[src/design/dpss_pkg.sv]
package dpss_pkg;

  localparam int NARROW_COLUMNS = 8;
  localparam int POS_W = 4;
  localparam int SIZE_W = 5;
  localparam int MASK_W = 4;
  localparam int AMT_W = 6;
  localparam int TRK_W = 2;
  localparam int QDEPTH = 2;

  typedef enum logic [1:0] {
    OP_STEP,
    OP_CUT,
    OP_END,
    OP_TOGGLE
  } op_t;

  typedef enum logic [2:0] {
    ROW_CUT_A = 3'd0,
    ROW_END_A = 3'd1,
    ROW_CUT_B = 3'd2,
    ROW_END_B = 3'd3
  } row_t;

  typedef struct packed {
    op_t                     op;
    logic                    head_b;
    logic signed [AMT_W-1:0] amount;
    logic [POS_W-1:0]        column;
    logic [TRK_W-1:0]        track;
  } cmd_t;

endpackage

[src/design/dual_playhead_step_sequencer_core.sv]
// A step transaction moves both heads and then reads the pattern at both positions;
// heads move one position per cycle in the back-end sequencer, except that a head cut since
// the previous step holds its position for that step. Key transactions give no result.
// A 2-entry command queue decouples input; the back end works on one command at a time.
// Reset (synchronous, rst high): wide_mode = 1, heads at 0, loop ends and lengths at
// MAX_COLUMNS - 1, pattern reads as cleared through per-column valid bits.
module dual_playhead_step_sequencer_core import dpss_pkg::*; #(
  parameter int MAX_COLUMNS = 16,
  parameter int TRACKS = 4
) (
  input  logic        clk,
  input  logic        rst,
  input  logic        cfg_wr_en,
  input  logic        cfg_wr_data,
  input  logic        s_axis_tvalid,
  output logic        s_axis_tready,
  // step_amount[5:0], key_column[9:6], key_row[12:10], key_down[13], zero[15:14]
  input  logic [15:0] s_axis_tdata,
  // func[0]
  input  logic        s_axis_tuser,
  output logic        m_axis_tvalid,
  input  logic        m_axis_tready,
  // mask_a[3:0], mask_b[7:4], position_a[11:8], position_b[15:12]
  output logic [15:0] m_axis_tdata
);

  logic              wide_mode;
  logic [SIZE_W-1:0] size;
  logic              q_push;
  logic              q_pop;
  logic              q_full;
  logic              q_empty;
  cmd_t              push_cmd;
  cmd_t              head_cmd;

  always_ff @(posedge clk) begin
    if (rst) begin
      wide_mode <= 1'b1;
    end else if (cfg_wr_en) begin
      wide_mode <= cfg_wr_data;
    end
  end

  assign size = wide_mode ? SIZE_W'(MAX_COLUMNS) : SIZE_W'(NARROW_COLUMNS);

  dpss_front #(.TRACKS(TRACKS)) u_front (
    .s_axis_tvalid (s_axis_tvalid),
    .s_axis_tready (s_axis_tready),
    .s_axis_tdata  (s_axis_tdata),
    .s_axis_tuser  (s_axis_tuser),
    .size          (size),
    .q_full        (q_full),
    .q_push        (q_push),
    .q_cmd         (push_cmd)
  );

  dpss_queue u_queue (
    .clk      (clk),
    .rst      (rst),
    .push     (q_push),
    .push_cmd (push_cmd),
    .pop      (q_pop),
    .head_cmd (head_cmd),
    .full     (q_full),
    .empty    (q_empty)
  );

  dpss_back #(.MAX_COLUMNS(MAX_COLUMNS), .TRACKS(TRACKS)) u_back (
    .clk           (clk),
    .rst           (rst),
    .size          (size),
    .q_cmd         (head_cmd),
    .q_empty       (q_empty),
    .q_pop         (q_pop),
    .m_axis_tvalid (m_axis_tvalid),
    .m_axis_tready (m_axis_tready),
    .m_axis_tdata  (m_axis_tdata)
  );

endmodule

[src/design/dpss_front.sv]
module dpss_front import dpss_pkg::*; #(
  parameter int TRACKS = 4
) (
  input  logic              s_axis_tvalid,
  output logic              s_axis_tready,
  input  logic [15:0]       s_axis_tdata,
  input  logic              s_axis_tuser,
  input  logic [SIZE_W-1:0] size,
  input  logic              q_full,
  output logic              q_push,
  output cmd_t              q_cmd
);

  logic [POS_W-1:0] column;
  logic [2:0]       row;
  logic             down;
  logic             keep;

  assign column = s_axis_tdata[9:6];
  assign row    = s_axis_tdata[12:10];
  assign down   = s_axis_tdata[13];

  assign s_axis_tready = !q_full;

  always_comb begin
    q_cmd.op     = OP_STEP;
    q_cmd.head_b = row[1];
    q_cmd.amount = s_axis_tdata[AMT_W-1:0];
    q_cmd.column = column;
    q_cmd.track  = row[TRK_W-1:0];
    keep = 1'b0;
    if (!s_axis_tuser) begin
      keep = 1'b1;
    end else if (down && (SIZE_W'(column) < size)) begin
      case (row)
        ROW_CUT_A, ROW_CUT_B: begin
          q_cmd.op = OP_CUT;
          keep = 1'b1;
        end
        ROW_END_A, ROW_END_B: begin
          q_cmd.op = OP_END;
          keep = 1'b1;
        end
        default: begin
          q_cmd.op = OP_TOGGLE;
          keep = (3'(row[TRK_W-1:0]) < 3'(TRACKS));
        end
      endcase
    end
  end

  assign q_push = s_axis_tvalid && !q_full && keep;

endmodule

[src/design/dpss_queue.sv]
module dpss_queue import dpss_pkg::*; (
  input  logic clk,
  input  logic rst,
  input  logic push,
  input  cmd_t push_cmd,
  input  logic pop,
  output cmd_t head_cmd,
  output logic full,
  output logic empty
);

  localparam int PW = $clog2(QDEPTH);

  cmd_t                 entries [QDEPTH];
  logic [PW-1:0]        wr_ptr;
  logic [PW-1:0]        rd_ptr;
  logic [$clog2(QDEPTH+1)-1:0] count;

  assign full     = (count == ($clog2(QDEPTH+1))'(QDEPTH));
  assign empty    = (count == '0);
  assign head_cmd = entries[rd_ptr];

  always_ff @(posedge clk) begin
    if (push && !full) begin
      entries[wr_ptr] <= push_cmd;
    end
  end

  always_ff @(posedge clk) begin
    if (rst) begin
      wr_ptr <= '0;
      rd_ptr <= '0;
      count  <= '0;
    end else begin
      if (push && !full) begin
        wr_ptr <= (wr_ptr == PW'(QDEPTH - 1)) ? '0 : wr_ptr + 1'b1;
      end
      if (pop && !empty) begin
        rd_ptr <= (rd_ptr == PW'(QDEPTH - 1)) ? '0 : rd_ptr + 1'b1;
      end
      case ({push && !full, pop && !empty})
        2'b10:   count <= count + 1'b1;
        2'b01:   count <= count - 1'b1;
        default: count <= count;
      endcase
    end
  end

  a_count_bound: assert property (@(posedge clk) disable iff (rst)
    count <= ($clog2(QDEPTH+1))'(QDEPTH))
    else $error("queue count overflow");

  a_pop_nonempty: assert property (@(posedge clk) disable iff (rst)
    (pop && !push) |=> (count == $past(count) - 1'b1) || $past(empty))
    else $error("queue count mismatch on pop");

endmodule

[src/design/dpss_back.sv]
module dpss_back import dpss_pkg::*; #(
  parameter int MAX_COLUMNS = 16,
  parameter int TRACKS = 4
) (
  input  logic              clk,
  input  logic              rst,
  input  logic [SIZE_W-1:0] size,
  input  cmd_t              q_cmd,
  input  logic              q_empty,
  output logic              q_pop,
  output logic              m_axis_tvalid,
  input  logic              m_axis_tready,
  output logic [15:0]       m_axis_tdata
);

  localparam int CW = $clog2(MAX_COLUMNS);
  localparam logic [POS_W-1:0] RST_END = POS_W'(MAX_COLUMNS - 1);

  typedef enum logic [2:0] {
    S_IDLE,
    S_MOVE,
    S_RD_A,
    S_RD_B,
    S_RES,
    S_TGL
  } state_t;

  state_t state;

  logic [TRACKS-1:0] mem [MAX_COLUMNS];
  logic [MAX_COLUMNS-1:0] col_valid;
  logic [TRACKS-1:0] rd_data;
  logic              rd_ok;
  logic [POS_W-1:0]  rd_addr;
  logic              rd_in_range;

  logic [POS_W-1:0] start_a, end_a, length_a, now_a;
  logic [POS_W-1:0] start_b, end_b, length_b, now_b;
  logic             cut_a, cut_b;
  logic [AMT_W-1:0] cnt;
  logic             dir_back;
  logic [POS_W-1:0] tgl_col;
  logic [TRK_W-1:0] tgl_track;
  logic [TRACKS-1:0] mask_a_hold;
  logic [TRACKS-1:0] rd_masked;

  logic [POS_W-1:0] now_a_next, now_b_next;
  logic [POS_W-1:0] cut_start;
  logic [POS_W-1:0] cut_len;
  logic [POS_W-1:0] cut_end;
  logic [POS_W-1:0] set_start;
  logic [POS_W-1:0] set_len;
  logic [SIZE_W-1:0] cut_sum;
  logic             out_free;

  function automatic logic [POS_W-1:0] step_one(
    input logic [POS_W-1:0]  now,
    input logic [POS_W-1:0]  st,
    input logic [POS_W-1:0]  en,
    input logic              back,
    input logic [SIZE_W-1:0] sz
  );
    logic [SIZE_W-1:0] inc;
    logic [SIZE_W-1:0] szm1;
    inc  = SIZE_W'(now) + 1'b1;
    szm1 = sz - 1'b1;
    if (!back) begin
      if (now == en) step_one = st;
      else if (inc >= sz) step_one = '0;
      else step_one = inc[POS_W-1:0];
    end else begin
      if (now == st) step_one = en;
      else if (now == '0) step_one = szm1[POS_W-1:0];
      else step_one = now - 1'b1;
    end
  endfunction

  assign now_a_next = cut_a ? now_a : step_one(now_a, start_a, end_a, dir_back, size);
  assign now_b_next = cut_b ? now_b : step_one(now_b, start_b, end_b, dir_back, size);

  assign cut_len = q_cmd.head_b ? length_b : length_a;
  assign cut_sum = SIZE_W'(q_cmd.column) + SIZE_W'(cut_len);
  always_comb begin
    logic [SIZE_W-1:0] diff;
    diff = (cut_sum >= size) ? cut_sum - size : cut_sum;
    cut_end = diff[POS_W-1:0];
  end
  assign cut_start = q_cmd.column;

  assign set_start = q_cmd.head_b ? start_b : start_a;
  always_comb begin
    logic [SIZE_W-1:0] d;
    if (q_cmd.column >= set_start) d = SIZE_W'(q_cmd.column) - SIZE_W'(set_start);
    else d = SIZE_W'(q_cmd.column) + size - SIZE_W'(set_start);
    set_len = d[POS_W-1:0];
  end

  assign q_pop = (state == S_IDLE) && !q_empty;
  assign out_free = !m_axis_tvalid || m_axis_tready;

  always_comb begin
    case (state)
      S_RD_A:        rd_addr = now_a;
      S_RD_B, S_RES: rd_addr = now_b;
      default:       rd_addr = q_cmd.column;
    endcase
  end
  assign rd_in_range = (SIZE_W'(rd_addr) < SIZE_W'(MAX_COLUMNS));
  assign rd_masked = rd_ok ? rd_data : '0;

  always_ff @(posedge clk) begin
    rd_data <= mem[rd_addr[CW-1:0]];
    if (state == S_TGL) begin
      mem[tgl_col[CW-1:0]] <= rd_masked ^ (TRACKS'(1) << tgl_track);
    end
  end

  always_ff @(posedge clk) begin
    if (rst) begin
      state         <= S_IDLE;
      col_valid     <= '0;
      rd_ok         <= 1'b0;
      start_a       <= '0;
      end_a         <= RST_END;
      length_a      <= RST_END;
      now_a         <= '0;
      cut_a         <= 1'b0;
      start_b       <= '0;
      end_b         <= RST_END;
      length_b      <= RST_END;
      now_b         <= '0;
      cut_b         <= 1'b0;
      cnt           <= '0;
      dir_back      <= 1'b0;
      m_axis_tvalid <= 1'b0;
    end else begin
      rd_ok <= rd_in_range && col_valid[rd_addr[CW-1:0]];
      if (m_axis_tvalid && m_axis_tready && state != S_RES) begin
        m_axis_tvalid <= 1'b0;
      end
      case (state)
        S_IDLE: begin
          if (!q_empty) begin
            case (q_cmd.op)
              OP_STEP: begin
                cnt      <= q_cmd.amount[AMT_W-1] ? (~q_cmd.amount + 1'b1) : q_cmd.amount;
                dir_back <= q_cmd.amount[AMT_W-1];
                state    <= S_MOVE;
              end
              OP_CUT: begin
                if (q_cmd.head_b) begin
                  start_b <= cut_start;
                  now_b   <= cut_start;
                  end_b   <= cut_end;
                  cut_b   <= 1'b1;
                end else begin
                  start_a <= cut_start;
                  now_a   <= cut_start;
                  end_a   <= cut_end;
                  cut_a   <= 1'b1;
                end
              end
              OP_END: begin
                if (q_cmd.head_b) begin
                  end_b    <= q_cmd.column;
                  length_b <= set_len;
                end else begin
                  end_a    <= q_cmd.column;
                  length_a <= set_len;
                end
              end
              OP_TOGGLE: begin
                tgl_col   <= q_cmd.column;
                tgl_track <= q_cmd.track;
                state     <= S_TGL;
              end
              default: state <= S_IDLE;
            endcase
          end
        end
        S_MOVE: begin
          if (cnt != '0) begin
            now_a <= now_a_next;
            now_b <= now_b_next;
            cnt   <= cnt - 1'b1;
          end else begin
            cut_a <= 1'b0;
            cut_b <= 1'b0;
            state <= S_RD_A;
          end
        end
        S_RD_A: state <= S_RD_B;
        S_RD_B: begin
          mask_a_hold <= rd_masked;
          state       <= S_RES;
        end
        S_RES: begin
          if (out_free) begin
            m_axis_tdata  <= {now_b, now_a, MASK_W'(rd_masked), MASK_W'(mask_a_hold)};
            m_axis_tvalid <= 1'b1;
            state         <= S_IDLE;
          end
        end
        S_TGL: begin
          col_valid[tgl_col[CW-1:0]] <= 1'b1;
          state <= S_IDLE;
        end
        default: state <= S_IDLE;
      endcase
    end
  end

  a_cut_cleared: assert property (@(posedge clk) disable iff (rst)
    (state == S_MOVE && cnt == '0) |=> (!cut_a && !cut_b && state == S_RD_A))
    else $error("cut flags not cleared after move");

  a_load_from_res: assert property (@(posedge clk) disable iff (rst)
    $rose(m_axis_tvalid) |-> $past(state == S_RES))
    else $error("result loaded outside result state");

endmodule
[config.mk]
export PLATFORM = sky130hd
export DESIGN_NAME = dual_playhead_step_sequencer_core
export DESIGN_NICKNAME = d
export VERILOG_FILES = /design/src/design/dpss_pkg.sv /design/src/design/dual_playhead_step_sequencer_core.sv /design/src/design/dpss_front.sv /design/src/design/dpss_queue.sv /design/src/design/dpss_back.sv
export SDC_FILE = /design/constraint.sdc
export NUM_CORES = 1
export LEC_CHECK = 0
export BUFFER_PORTS_ARGS = -buffer_cell sky130_fd_sc_hd__buf_2
export CAP_MARGIN = 25
export CORE_ASPECT_RATIO = 1.75
export CORE_MARGIN = 4
export CORE_UTILIZATION = 55
export DETAILED_ROUTE_END_ITERATION = 7
export PLACE_DENSITY = 0.78
export SETUP_SLACK_MARGIN = 0.4
export SLEW_MARGIN = 20
export SYNTH_ARGS = -nofsm -noshare
export SYNTH_HDL_FRONTEND = slang
export SYNTH_SLANG_ARGS = --single-unit
[constraint.sdc]
create_clock -name clk -period 9.8 [get_ports clk]
set_input_delay 1.47 -clock clk [delete_from_list [all_inputs] [get_ports clk]]
set_output_delay 1.47 -clock clk [all_outputs]
set_load 0.05 [all_outputs]
# Word level (Yosys, flattened, before mapping)
# Memories as Yosys holds them, arrays and structs flattened. A register that Yosys moved wholly into a read port is not among the register bits.
# Cells that the tools add are included.
# word_totals
register_bits	93
latch_bits	0
ram_bits	94
romBits	0
inputBits	23
out_inout_bits	18
n_memories	2
# op_classes
add_sub_neg	16
multipliers	0
div_mod_pow	0
order_cmp	8
eq_ne	34
shifts	1
muxes	73
n_bitwise	6
reduce_logical	42
# memory_table
memory	words	word_bits	rd	rd_ports_with_merged_regs	write_ports	line	text
u_back.mem	16	4	1	1	1	dpss_back.sv:30	logic [TRACKS-1:0] mem [MAX_COLUMNS];
u_queue.entries	2	15	1	1	1	dpss_queue.sv:14	cmd_t entries [QDEPTH];
# ops
op	count
4-bit two-way mux	27
4-bit one-hot mux with 2 select lines	5
4-bit AND reduction	7
6-bit two-way mux	4
1-bit two-way mux	22
5-bit AND reduction	4
2-bit inequality test, second input constant	9
4-bit == test	4
16-bit OR	1
5-bit >= comparator	3
3-bit one-hot mux with 5 select lines	1
3-bit by 2-bit == test with 1-bit output, second input constant	4
6-bit one-hot mux with 2 select lines	1
6-bit AND reduction	2
4-bit by 1-bit subtractor with 4-bit output, second input constant	3
4-bit subtractor	3
4-bit by 1-bit adder with 5-bit output, second input constant	2
4-bit by 5-bit less-than comparator with 1-bit output, second input constant	2
2-bit by 1-bit inequality test with 1-bit output, second input constant	5
1-bit logical AND	9
3-bit two-way mux	3
2-bit == test, second input constant	4
4-bit logical NOT	2
2-bit one-hot mux with 2 select lines	2
other kinds (33)	51

# Longest topological paths before layout
# logic_depth
depth_word	9
ltp_mapped	17
depth_no_buf	15

# Modules after synthesis
# Synthesis repeated with hierarchy kept, for this count alone.
# unflattened
hier_cells	882
area_unflattened_um2	9840.7
# by_module_without_submodules
mod	n_inst	cells_each	area_per_inst_um2	seq_area_each_um2
dpss_back	1	766	8215.4	4023.9
dpss_queue	1	73	1305.0	1001.0
dpss_front	1	37	272.8	0.0
dual_playhead_step_sequencer_core	1	6	47.5	20.0

# Least setup slack after synthesis
# Ideal clock, no wire load.
# synth_timing
path_kind	register to register
from	register with a tool-made name
to	register u_back.length_a[3]
arrival_ns	3.287
required_ns	9.670
path_slack_ns	6.383
path_stages_with_launch	16
synth_period_minus_slack_ns	3.417
path_cell_list	dfxtp_1 > buf_6 > mux2i_4 > clkinv_1 > clkbuf_1 > nand2_1 > and2_1 > ha_1 > ha_1 > fa_1 > xnor3_1 > xor2_1 > xnor2_1 > mux2i_1 > mux2i_1 > nand2_1
# synth_lines
element	line	text
to (signal assigned)	dpss_back.sv:169	length_a <= set_len;
to (decl)	dpss_back.sv:37	logic [POS_W-1:0] start_a, end_a, length_a, now_a;

==> flow_summary.toml <==
[global_route]
grt_max_degree = 51
grt_overflow = 0
grt_pass1_wl_um = 34600
track_usage_pct = 23.2
antenna_found_initial = 0
grt_pass1_vias = 6728

[clock_tree]
clk_path_buf_depth = 2
numCtsBuffers = 17
clockRootBuffer = "clkbuf_16"
cts_tree = "done"
cts_setup_buffers = 0
htree_levels = 4
clk-insertion-delay-late_ps = 430
path_clk_slew_ps = 80
cts_hold_buffers = 0
cts_resized = 0
clkSinkCount = 190

[synth]
synth_area_um2 = 9380
yosys_warnings = 0
synthesis.nets = 915
netlist_instances = 858
synth_area_leaders = "edfxtp_1 38%, dfxtp_1 15%, ha_1 4.0%"
synthTopCellsByCount = "118 x edfxtp_1, 87 x nor2_1, 72 x dfxtp_1"
synth_top_area_cell = "edfxtp_1"
async_flop_share_pct = 0
synth_area_per_cell_um2 = 10.9
yosysMostFrequentCell = "edfxtp_1"
yosysTopAreaCellShare_pct = 37.8
yosys.cell_types.count = 75
synth-seq-cells = 190
ys.flop_type = "edfxtp_1"
synth-edff-count = 118
ys_seq_area_share_pct = 53.2

[timing]
worst_pin_slew_ps = 1010
fin_ws_ps = 5610
setup_viol = 0
maxSlewHeadroom_pct = 32.4
report.final.slew_viol_count = 0
final_hold_viol_count = 0
fin_skew_ps = 12.6
fin_tns_setup_ps = 0
rsz0062_at_grt = "false"
period_minus_slack_ps = 4190
max_freq_ghz = 0.238
timing.final.crit_share_pct = 42.8

[placement]
place_inst = 1085
pre_cts_ws_ps = 5650
place_area_um2 = 9710
gp_congestion = 0.911
dp.final_hpwl_um = 15800
io_buffers = 38

[route]
drt-wirelength-per-cell_um = 19.7
routed_wl_um = 22000
drt_iter0_drc = 414
antenna_left = 0
num_vias = 6764
via_per_inst = 6.05
drc = 0
drtPass1Iterations = 5

[floorplanning]
fp.dieW_um = 107
start_util_pct = 56.5
fp.dieH_um = 181
dieArea_um2 = 19300
coreArea_um2 = 16600
ios = 41
placementRows = 62

[worst_setup_path]
cp_data_required_time_ps = 10160
start_kind = "flop"
cp_max_fo = 20
r2r_end = "u_back.end_b[3]"
crit_type = "reg2reg"
cp.arrival_ps = 4550
r2r_slack_ps = 5610
worstSetupEndpoint = "u_back.end_b[3]"
r2r.worst_path.cells = 15
endpoint_kind = "flop"

[finish]
areaGrowthSynthToFinish_pct = 10.2
layout.cells.non_filler = 1118
multi_input_area_um2 = 3990
nFillCells = 1374
layout-drive-gt1-share_pct = 11.9
fin_area_um2 = 10300
antenna_cells = 0
fin_util_pct = 62.2
nets = 938
seqCellArea_um2 = 4980

[power_and_ir_drop]
p_per_area_nw_per_um2 = 288
p_leak_nw = 3.82
max-vdd-ir-drop_uv = 213

[run_status]
status = "finished clean"

[flow_run]
max_cap_viol_count = 0

[min_path]
min_path_type = "reg2reg"
worst min path at each step:
stage                          start                      to  slack (ps)  depth (start not counted)
2_1_floorplan  u_back.mask_a_hold[0]  u_back.m_axis_tdata[0]         400                          0
6_report       u_back.mask_a_hold[2]  u_back.m_axis_tdata[2]         420                          0
4_1_cts        u_back.mask_a_hold[2]  u_back.m_axis_tdata[2]         420                          0
3_5_place_dp   u_back.mask_a_hold[1]  u_back.m_axis_tdata[1]         410                          0
3_3_place_gp   u_back.mask_a_hold[3]  u_back.m_axis_tdata[3]         400                          0
5_1_grt        u_back.mask_a_hold[1]  u_back.m_axis_tdata[1]         430                          0
critical path: stages, from the launching register on:
cell and delay [ps]:
dfxtp_1 330, buf_4 310, mux2i_4 460, clkinv_1 530, mux2_2 470, ha_1 320
a21oi_1 130, o21ai_0 120, xnor2_1 180, ha_1 340, nand2_1 60, o31ai_1 250
a21oi_1 130, nor4_1 280, a41oi_1 80, o211ai_1 120
cell type report:
cell class / instances / share of cell area [%]
clock inverters: 15 / 1.85
flip-flops and latches: 190 / 48.3
clock buffers: 17 / 4.12
multi-input cells: 574 / 38.6
inverters: 50 / 1.82
repair buffers: 48 / 2.62
well taps: 224 / 2.71
where the power goes:
| part | switching (mW) | internal, mW | leakage (nW) | total (mW) |
|---|---|---|---|---|
| Sequential | 0.141 | 0.965 | 1.67 | 1.11 |
| Clock | 0.338 | 0.369 | 0.301 | 0.707 |
| Combinational | 0.716 | 0.445 | 1.85 | 1.16 |
stage by stage:
stage / hold slack [ps] / power [mW]
2_1_floorplan: 400 / 1.98
3_5_place_dp: 408 / 2.27
5_1_grt: 432 / 3.14
4_1_cts: 421 / 2.98
6_report: 420 / 2.97
3_3_place_gp: 402 / 2.23
layout by cell type, fill, tap and decap left out, types with 4 or more instances in the layout:
cell	count
a211o_1	5
xnor2_1	21
ha_1	30
edfxtp_1	118
a211oi_1	48
mux2_2	5
and2_1	6
a2111oi_0	15
nand4_1	13
a21oi_1	42
and3_1	7
nand2b_1	14
mux2i_1	36
buf_4	8
clkinv_8	5
fa_1	4
nor2b_1	4
nor4_1	6
dfxtp_1	72
inv_1	48
or3_1	5
nor3_1	18
clkbuf_16	17
inv_6	5
buf_2	38
nor2_1	86
o21a_1	6
nand3_1	17
o21ai_0	31
or4_1	5
o211ai_1	21
xor2_1	17
nand2_1	50
cells by family after synthesis:
| logic type | synth area share (%) |
|---|---|
| and+or+nand+nor | 13.1 |
| AOI/OAI and AO/OA | 15.4 |
| DFF | 53.2 |
| buffers and inverters | 4.46 |
| muxes | 5.22 |
| xor gates and xnor gates | 3.79 |
| adders and majority gates | 4.86 |
registers in the layout (all words and copies together) (netlist names), 3 cells and up, named ones only:
register             flops
u_back.mem              64
u_queue.entries         28
u_back.col_valid        16
u_back.m_axis_tdata     16
u_back.cnt               6
u_back.end_a             4
u_back.end_b             4
u_back.length_a          4
u_back.length_b          4
u_back.mask_a_hold       4
u_back.now_a             4
u_back.now_b             4
u_back.rd_data           4
u_back.start_a           4
u_back.start_b           4
u_back.tgl_col           4
u_back.state             3
per-layer routing:
layer / GRT usage, % / share of wire, % / vias to the layer above
met1: 24.0 / 35 / 3237
met2: 42.4 / 55 / 215
met4: 15.2 / 6.5 / 0
li1: - / - / 3235
met3: 3.68 / 3.8 / 77
met5: 0 / 0 / -
(Power assumes the default switching activity.)
